[src/sv/ocu_pkg.sv]
`default_nettype none
package ocu_pkg;

  // Operation codes carried by a request.
  typedef enum logic [1:0] {
    OP_ORBIT      = 2'd0,
    OP_ZOOM       = 2'd1,
    OP_SET_TARGET = 2'd2,
    OP_SET_POS    = 2'd3
  } ocu_op_t;

  // Configuration register indexes.
  localparam logic [1:0] REG_MIN_DIST  = 2'd0;
  localparam logic [1:0] REG_MAX_DIST  = 2'd1;
  localparam logic [1:0] REG_MAX_PITCH = 2'd2;

  // Order of the four products of the eye rebuild.
  localparam logic [1:0] MI_HORIZ = 2'd0;
  localparam logic [1:0] MI_OFF_Y = 2'd1;
  localparam logic [1:0] MI_OFF_X = 2'd2;
  localparam logic [1:0] MI_OFF_Z = 2'd3;

  localparam int unsigned CORDIC_STEPS_DEF = 16;
  localparam int unsigned IDX_W = 5;
  localparam int unsigned XY_W = 48;
  localparam int unsigned Z_W = 36;

  localparam int PI_Q13 = 25736;
  localparam int HALF_PI_Q13 = 12868;
  localparam int TWO_PI_Q13 = 51472;
  localparam logic signed [35:0] PI_Q30 = 36'sd3373259426;
  localparam logic signed [35:0] HALF_PI_Q30 = 36'sd1686629713;
  localparam logic signed [47:0] GAIN_Q30 = 48'sd652032874;
  localparam logic [15:0] GAIN_HI = 16'd19898;
  localparam logic [15:0] GAIN_LO = 16'd15210;
  localparam logic [36:0] NEAR_ZERO = 37'd7;

  localparam logic [30:0] MIN_DIST_RST = 31'd6554;
  localparam logic [30:0] MAX_DIST_RST = 31'd65536000;
  localparam logic [13:0] MAX_PITCH_RST = 14'd12725;
  localparam logic signed [31:0] EYE_Z_RST = 32'sd327680;
  localparam logic [30:0] DIST_RST = 31'd327680;

  typedef struct packed {
    logic             load;
    logic             prep;
    logic             rot_ld;
    logic             vec_ld;
    logic             step;
    logic [IDX_W-1:0] step_idx;
    logic             rot_st;
    logic             pass;
    logic             mul;
    logic             mulw;
    logic [1:0]       mul_idx;
    logic             eye_upd;
    logic             diff;
    logic             gain_a;
    logic             gain_b;
    logic             sph;
    logic             out_load;
  } ocu_cmd_t;

  typedef struct packed {
    ocu_op_t op;
  } ocu_stat_t;

  // Arctangent of 2^-i in Q2.30.
  function automatic logic [31:0] atan_q30(input logic [IDX_W-1:0] i);
    logic [31:0] r;
    unique case (i)
      5'd0:  r = 32'h3243F6A8;
      5'd1:  r = 32'h1DAC6705;
      5'd2:  r = 32'h0FADBAFC;
      5'd3:  r = 32'h07F56EA6;
      5'd4:  r = 32'h03FEAB76;
      5'd5:  r = 32'h01FFD55B;
      5'd6:  r = 32'h00FFFAAA;
      5'd7:  r = 32'h007FFF55;
      5'd8:  r = 32'h003FFFEA;
      5'd9:  r = 32'h001FFFFD;
      5'd10: r = 32'h000FFFFF;
      5'd11: r = 32'h0007FFFF;
      5'd12: r = 32'h0003FFFF;
      5'd13: r = 32'h0001FFFF;
      5'd14: r = 32'h0000FFFF;
      5'd15: r = 32'h00007FFF;
      5'd16: r = 32'h00003FFF;
      5'd17: r = 32'h00001FFF;
      5'd18: r = 32'h00000FFF;
      5'd19: r = 32'h000007FF;
      5'd20: r = 32'h000003FF;
      5'd21: r = 32'h000001FF;
      5'd22: r = 32'h000000FF;
      5'd23: r = 32'h0000007F;
      5'd24: r = 32'h0000003F;
      5'd25: r = 32'h0000001F;
      5'd26: r = 32'h0000000F;
      5'd27: r = 32'h00000008;
      5'd28: r = 32'h00000004;
      5'd29: r = 32'h00000002;
      5'd30: r = 32'h00000001;
      default: r = 32'h00000000;
    endcase
    return r;
  endfunction

endpackage
`default_nettype wire

[src/sv/ocu_ctrl.sv]
`default_nettype none
module ocu_ctrl
  import ocu_pkg::*;
#(
  parameter int unsigned CORDIC_STEPS = CORDIC_STEPS_DEF
) (
  input  wire logic      clk,
  input  wire logic      rst,
  input  wire logic      in_valid,
  output logic           in_ready,
  output logic           out_valid,
  input  wire logic      out_ready,
  input  wire ocu_stat_t stat,
  output ocu_cmd_t       cmd
);

  localparam int unsigned CW = (CORDIC_STEPS > 1) ? $clog2(CORDIC_STEPS) : 1;

  typedef enum logic [13:0] {
    S_IDLE   = 14'b00000000000001,
    S_PREP   = 14'b00000000000010,
    S_ROT_LD = 14'b00000000000100,
    S_ROT_IT = 14'b00000000001000,
    S_ROT_ST = 14'b00000000010000,
    S_MUL    = 14'b00000000100000,
    S_MULW   = 14'b00000001000000,
    S_EYE    = 14'b00000010000000,
    S_DIFF   = 14'b00000100000000,
    S_VEC_LD = 14'b00001000000000,
    S_VEC_IT = 14'b00010000000000,
    S_GAIN_A = 14'b00100000000000,
    S_GAIN_B = 14'b01000000000000,
    S_DONE   = 14'b10000000000000
  } state_t;

  state_t state, state_next;
  logic [CW-1:0] cnt;
  logic pass;
  logic [1:0] midx;
  logic last_step;
  logic sph_pending;

  assign last_step = (cnt == CW'(CORDIC_STEPS - 1));

  always_comb begin
    state_next = state;
    cmd = '0;
    cmd.step_idx = IDX_W'(cnt);
    cmd.pass = pass;
    cmd.mul_idx = midx;
    in_ready = 1'b0;
    unique case (state)
      S_IDLE: begin
        in_ready = 1'b1;
        if (in_valid) begin
          cmd.load = 1'b1;
          state_next = S_PREP;
        end
      end
      S_PREP: begin
        cmd.prep = 1'b1;
        state_next = (stat.op == OP_ORBIT || stat.op == OP_ZOOM) ? S_ROT_LD : S_DIFF;
      end
      S_ROT_LD: begin
        cmd.rot_ld = 1'b1;
        state_next = S_ROT_IT;
      end
      S_ROT_IT: begin
        cmd.step = 1'b1;
        if (last_step) state_next = S_ROT_ST;
      end
      S_ROT_ST: begin
        cmd.rot_st = 1'b1;
        state_next = pass ? S_MUL : S_ROT_LD;
      end
      S_MUL: begin
        cmd.mul = 1'b1;
        state_next = S_MULW;
      end
      S_MULW: begin
        cmd.mulw = 1'b1;
        state_next = (midx == MI_OFF_Z) ? S_EYE : S_MUL;
      end
      S_EYE: begin
        cmd.eye_upd = 1'b1;
        state_next = S_DONE;
      end
      S_DIFF: begin
        cmd.diff = 1'b1;
        state_next = S_VEC_LD;
      end
      S_VEC_LD: begin
        cmd.vec_ld = 1'b1;
        state_next = S_VEC_IT;
      end
      S_VEC_IT: begin
        cmd.step = 1'b1;
        if (last_step) state_next = S_GAIN_A;
      end
      S_GAIN_A: begin
        cmd.gain_a = 1'b1;
        state_next = S_GAIN_B;
      end
      S_GAIN_B: begin
        cmd.gain_b = 1'b1;
        state_next = pass ? S_DONE : S_VEC_LD;
      end
      S_DONE: begin
        // The spherical result is settled on entry here, before the response is loaded.
        cmd.sph = sph_pending;
        if (!sph_pending && (!out_valid || out_ready)) begin
          cmd.out_load = 1'b1;
          state_next = S_IDLE;
        end
      end
      default: state_next = S_IDLE;
    endcase
  end

  always_ff @(posedge clk) begin
    if (rst) begin
      state <= S_IDLE;
      cnt <= '0;
      pass <= 1'b0;
      midx <= MI_HORIZ;
      out_valid <= 1'b0;
      sph_pending <= 1'b0;
    end else begin
      state <= state_next;
      if (cmd.prep) pass <= 1'b0;
      if (cmd.rot_ld || cmd.vec_ld) cnt <= '0;
      else if (cmd.step) cnt <= cnt + CW'(1);
      if (cmd.rot_st) begin
        pass <= 1'b1;
        midx <= MI_HORIZ;
      end
      if (cmd.mulw) midx <= midx + 2'd1;
      if (cmd.gain_b) begin
        pass <= 1'b1;
        sph_pending <= pass;
      end
      if (cmd.sph) sph_pending <= 1'b0;
      if (cmd.out_load) out_valid <= 1'b1;
      else if (out_ready) out_valid <= 1'b0;
    end
  end

endmodule
`default_nettype wire

[config.mk]
export PLATFORM = sky130hd
export DESIGN_NAME = ocu_ctrl
export DESIGN_NICKNAME = d
export VERILOG_FILES = /design/src/sv/ocu_pkg.sv /design/src/sv/ocu_ctrl.sv
export SDC_FILE = /design/constraint.sdc
export NUM_CORES = 1
export LEC_CHECK = 0
export BUFFER_PORTS_ARGS = -buffer_cell sky130_fd_sc_hd__buf_4
export CAP_MARGIN = 20
export CORE_ASPECT_RATIO = 2
export CORE_UTILIZATION = 30
export CTS_BUF_LIST = sky130_fd_sc_hd__clkbuf_16
export DETAILED_ROUTE_END_ITERATION = 16
export PLACE_DENSITY = 0.53
export SKIP_CTS_REPAIR_TIMING = 1
export SYNTH_ARGS = -nofsm -noshare
export SYNTH_HDL_FRONTEND = slang
export SYNTH_SLANG_ARGS = --single-unit
export TNS_END_PERCENT = 1
[constraint.sdc]
create_clock -name clk -period 2 [get_ports clk]
set_clock_uncertainty 0.2 [all_clocks]
set_input_delay 0.4 -clock clk [delete_from_list [all_inputs] [get_ports clk]]
set_output_delay 0.4 -clock clk [all_outputs]
set_load 0.005 [all_outputs]
==> results of run 1 <==
-- power by group through the flow --
stage / sequential (mW) / combinational [mW] / clock [mW]
2_1_floorplan: 0.510 / 0.255 / 0
3_3_place_gp: 0.501 / 0.434 / 0
3_5_place_dp: 0.503 / 0.441 / 0
4_1_cts: 0.493 / 0.444 / 0.456
5_1_grt: 0.499 / 0.505 / 0.478
6_report: 0.498 / 0.473 / 0.443
-- placed cells by master, fill, tap and decap left out, drive strengths merged, types with 2 or more instances in the layout --
cell type,count
o21ai,5
nor4,7
buf,76
or4b,2
nor3,8
and2,2
or4,3
a21oi,8
nand4,2
nor2,22
ha,2
nand2,7
nor3b,3
and3,6
dfxtp,23
nand4b,4
nand3b,2
a211oi,4
nand3,9
clkbuf,3
inv,8
xnor2,5
nor4b,2
-- routing by layer --
layer  wire length [um]  GRT usage  vias to the layer above
met1               1560      0.177                      719
met3                102     0.0185                       10
met2               2550      0.370                       25
li1                   -          -                      732
met5                  0          0                        -
met4                163      0.101                        0
-- final cells by class --
type                       count  area (sq um)  area share
multi-input combinational    122           918       0.426
clock buffer                   3          75.1      0.0348
tap                           54          67.6      0.0313
clock inverter                 1          7.51     0.00348
inverter                       9          33.8      0.0157
timing repair buffer          76           589       0.273
sequential                    23           465       0.216
-- logic make-up (layout without fill, tap and decap cells) --
family,count (synthesis),count (layout)
buf+inv,16,89
flops,23,23
xor+xnor,6,6
other cells,1,1
simple gates,86,86
compound gates,26,26
mux,1,1
fa+ha+maj,2,2
-- how the worst max path moves through the flow --
stage          startpoint  endpoint  slack [ns]  depth (start not counted)
2_1_floorplan    state[0]    cmd[2]       -0.11                          5
3_3_place_gp     state[4]    cmd[3]       -0.23                          5
3_5_place_dp    state[11]    cmd[0]       -0.27                          6
4_1_cts         state[11]    cmd[0]       -0.55                          6
6_report        state[11]    cmd[8]       -0.57                          6
5_1_grt         state[11]    cmd[0]       -0.64                          6
-- registers in the layout, summed over array words and instances, names as in the netlist --
register	count
state	14
cnt	4
out_valid	1
midx	2
sph_pending	1
pass	1
-- stage by stage --
stage	TNS [ns]	std cells
6_report	-8.75	288
5_1_grt	-10.87	288
4_1_cts	-9.27	288
3_5_place_dp	-4.67	284
3_3_place_gp	-4.11	284
2_1_floorplan	-0.824	161
==> results.yml, run 1 <==
status:
  status: "finished, violations left"
  violations: "negative setup slack"
worst_setup_path:
  criticalPathCategory: "reg2out"
  r2r-end: "state[2]"
  rr_worst_depth: 7
  startpoint_type: "flip-flop"
  path_max_fanout: 5
  crit_slowest_cell: "or4_1"
  worstPathCellList: "or4_1, buf_6, nor3_2, nand4b_1, inv_2, buf_4"
  cpPeakStageDelay_ns: 0.54
  path_delay_family: "simple AND/OR/NAND/NOR gates"
  r2r-start: "state[11]"
  cp.required_ns: 1.40
  r2r_slack_ns: -0.28
  cp-end-kind: "primary output"
  worst_ep_arrival_time_ns: 1.97
  critPathBufInv: 3
final_layout:
  fillCellCount: 449
  drive_gt1_frac: 0.487
  fin_util: 0.488
  num_antenna_cells: 0
  synthToLayoutAreaGrowth_pct: 54.3
  design_area_sq_mm: 0.00216
  final_nets: 243
global_route:
  grt_pass1_vias: 1561
  grt_overflow: 0
  antenna_found_initial: 0
  grt_pass1_wl_um: 7100
  grt_max_degree: 15
  grt.total_usage: 0.188
detailed_routing:
  drt_wl_total_um: 4370
  drt_iter0_drc: 19
  wire_per_inst_um: 15.2
  dr.pass1.iters: 4
  dr_total_vias: 1486
  drt-vias-per-instance: 5.16
  ant_nets: 0
  drc: 0
timing:
  hold_slack_ns: 0.182
  finalHoldViolCount: 0
  fin_crit_sh: 1.29
  fin_ws_ns: -0.574
  rsz0062_at_grt: "yes"
  slew_violations: 0
  period_needed_ns: 2.57
  finalSetupViolations: 31
  clock.fmax_mhz: 388
power_and_ir_drop:
  combPwrFrac: 0.334
  p_leak_nw: 0.966
  ir_worst_vdd_mv: 0.458
  seqPwrFrac: 0.352
  sw_frac_of_total: 0.297
  netSwitchingPower_mw: 0.421
  p_int_mw: 0.993
  clockPowerShare: 0.314
  finalPower_mw: 1.41
  powerDensity_mw_per_mm2: 655
yosys:
  synth-simple-area-share: 0.403
  async_reset_ff_frac: 0
  synth-main-ff-cell: "dfxtp_1"
  ys_ff_latch: 23
  syn-cell-area_sq_mm: 0.00140
  synth_area_leaders: "dfxtp_1, nor2_1, nor4_4, nand3_1, xnor2_1"
  synth_fa_ha_area_frac: 0.0179
  yosysSeqAreaShare: 0.329
  synth_most_common_cell: "dfxtp_1"
  avgSynthCellArea_sq_um: 8.68
  syn_inst: 161
  synth_commonest_cells: "dfxtp_1, nor2_1, nand3_1, a21oi_1"
  synthDominantCellAreaShare: 0.329
  synth_warnings: 0
  synth_top_family_by_area: "simple AND/OR/NAND/NOR gates"
  synth-edff-count: 0
  synthMuxAreaShare: 0.00716
  synth_top_area_cell: "dfxtp_1"
  synth_xor_xnor_area_share: 0.0376
  synth_compound_gate_area_share: 0.145
  synthesis.nets: 169
  yosys.cell_types.count: 55
flow_run:
  drv_cap: 0
clock_network:
  clock_sinks: 23
  cts_tree: "yes"
  cts_max_path_buffers: 2
  cts_made_buffers: 3
  cts_max_level: 1
  clockRootBuffer: "clkbuf_16"
  clk_pin_slew_worst_paths_ns: 0.06
  clock_latency_ns: 0.26
place:
  routabilityCongestion: 0.865
  dpl_worst_slack_ns: -0.267
  portBuffers: 27
  place_area_sq_mm: 0.00199
  dp.final_hpwl_um: 3550
floorplanning:
  dieArea_sq_mm: 0.00495
  die_h_um: 98.5
  fp.coreArea_sq_mm: 0.00442
  rows: 34
  die_x_um: 50.3
  start_util: 0.316
  ios: 30
min_path:
  hold_path.startpoint: "stat[1]"
  hold_depth: 2
  holdPathEnd: "state[8]"
  worst_hold_path_type: "in2reg"
(Power assumes the default switching activity.)
==> run 2, diff against run 1 <==
Settings changed: GPL_TIMING_DRIVEN set to 0.
==> run 2 against run 1 <==
  * The run still ends with negative setup slack left
  * First-iteration DRC count increased by 37%
  * Critical path depth is 1 lower
  * Non-clock buffer count fell by 37
  * Sequential cell count is the same
  * Worst setup slack got worse by 0.057 ns
  * Routed wire length shrank 11%
  * Fmax is 2.2% lower
==> results.yml, run 2 (synthesis results as in run 1) <==
detailed_routing:
  drt_iter0_drc: 26
  ant_nets: 0
  dr.pass1.iters: 4
  drt_wl_total_um: 3910
  dr_total_vias: 1334
  wire_per_inst_um: 15.6
  drc: 0
  drt-vias-per-instance: 5.31
worst_setup_path:
  cpPeakStageDelay_ns: 0.54
  path_max_fanout: 7
  crit_slowest_cell: "or4_4"
  criticalPathCategory: "reg2out"
  worst_ep_arrival_time_ns: 2.03
  r2r_slack_ns: -0.30
  cp-end-kind: "primary output"
  cp.required_ns: 1.40
  worstPathCellList: "or4_4, buf_6, nor4_4, and4b_1, buf_4"
  rr_worst_depth: 7
  startpoint_type: "flip-flop"
floorplanning:
  fp.coreArea_sq_mm: 0.00442
  start_util: 0.316
  die_h_um: 98.5
  rows: 34
  ios: 30
  dieArea_sq_mm: 0.00495
  die_x_um: 50.3
clock_network:
  clock_latency_ns: 0.26
  cts_tree: "yes"
  clockRootBuffer: "clkbuf_16"
  clock_sinks: 23
  cts_max_path_buffers: 2
  cts_made_buffers: 3
  cts_max_level: 1
  clk_pin_slew_worst_paths_ns: 0.06
power_and_ir_drop:
  p_int_mw: 0.935
  powerDensity_mw_per_mm2: 705
  finalPower_mw: 1.33
  ir_worst_vdd_mv: 0.329
  netSwitchingPower_mw: 0.394
  combPwrFrac: 0.283
  clockPowerShare: 0.332
  p_leak_nw: 0.803
  sw_frac_of_total: 0.296
  seqPwrFrac: 0.385
timing:
  fin_ws_ns: -0.631
  max_slew.worst_pin.slew_ns: 0.578
  slew_headroom: 0.609
  slew_violations: 0
  rsz0062_at_grt: "yes"
  hold_slack_ns: 0.188
  period_needed_ns: 2.63
  setup_tns_ns: -11.00
  finalHoldViolCount: 0
  clock.fmax_mhz: 380
  finalSetupViolations: 37
  fin_crit_sh: 1.32
final_layout:
  final_common_cell: "buf_4"
  fin_util: 0.426
  final_cell_mix: "buf_4, nor2_1, dfxtp_1, nand3_1, a21oi_1"
  drive_gt1_frac: 0.406
  num_antenna_cells: 0
  regArea_sq_um: 475
  fillCellCount: 460
  multi_input_area_sq_um: 918
  final_nets: 206
  final-instance-count-excl-fill: 251
  largest_register: "state"
  largest_reg_flops: 14
  design_area_sq_mm: 0.00188
  synthToLayoutAreaGrowth_pct: 34.8
  top_regs: "state: 14 flops, cnt: 4 flops, midx: 2 flops"
global_route:
  antenna_found_initial: 0
  grt_pass1_wl_um: 6180
  grt_pass1_vias: 1335
  grt_overflow: 0
  grt_max_degree: 14
  grt.total_usage: 0.168
place:
  dpl_worst_slack_ns: -0.471
  dp.cells: 241
  dp.final_hpwl_um: 3130
  routabilityCongestion: 0.808
  place_area_sq_mm: 0.00167
  portBuffers: 26
min_path:
  worst_hold_path_type: "in2reg"
  hold_depth: 3
flow_run:
  drv_cap: 0
status:
  status: "finished, violations left"
  violations: "negative setup slack"
run 2: worst max-delay path, delay by kind of cell (launching register included):
kind                   cells  cell delay, ns
DFF                        1            0.35
buffers and inverters      2            0.29
and+or+nand+nor            3            1.13
run 2: area by class of cell:
class / instances / area share
Sequential cell: 23 / 0.252
Inverter: 9 / 0.0179
Timing Repair Buffer: 32 / 0.127
Multi-Input combinational cell: 122 / 0.487
Clock buffer: 3 / 0.0398
Buffer: 7 / 0.0365
Tap cell: 54 / 0.0359
Clock inverter: 1 / 0.00266
run 2: power by group through the flow:
stage               Clock (mW)  Combinational [mW]  Sequential (mW)
finish                   0.441               0.376            0.512
global route             0.472               0.406            0.518
CTS                      0.454               0.350            0.508
detailed placement           0               0.349            0.518
global placement             0               0.344            0.516
floorplan                    0               0.255            0.510
run 2: worst paths after layout:
| kind | end | start |
|---|---|---|
| setup / recovery | cmd[3] | state[0] |
| hold / removal | state[2] | stat[1] |
| setup reg to reg | state[9] | state[5] |
| hold reg to reg | midx[1] | midx[1] |
run 2: metal layers:
metal	track usage	routed length, um
met5	0	0
met4	0.114	148
met3	0.0309	123
met2	0.313	2220
met1	0.155	1410
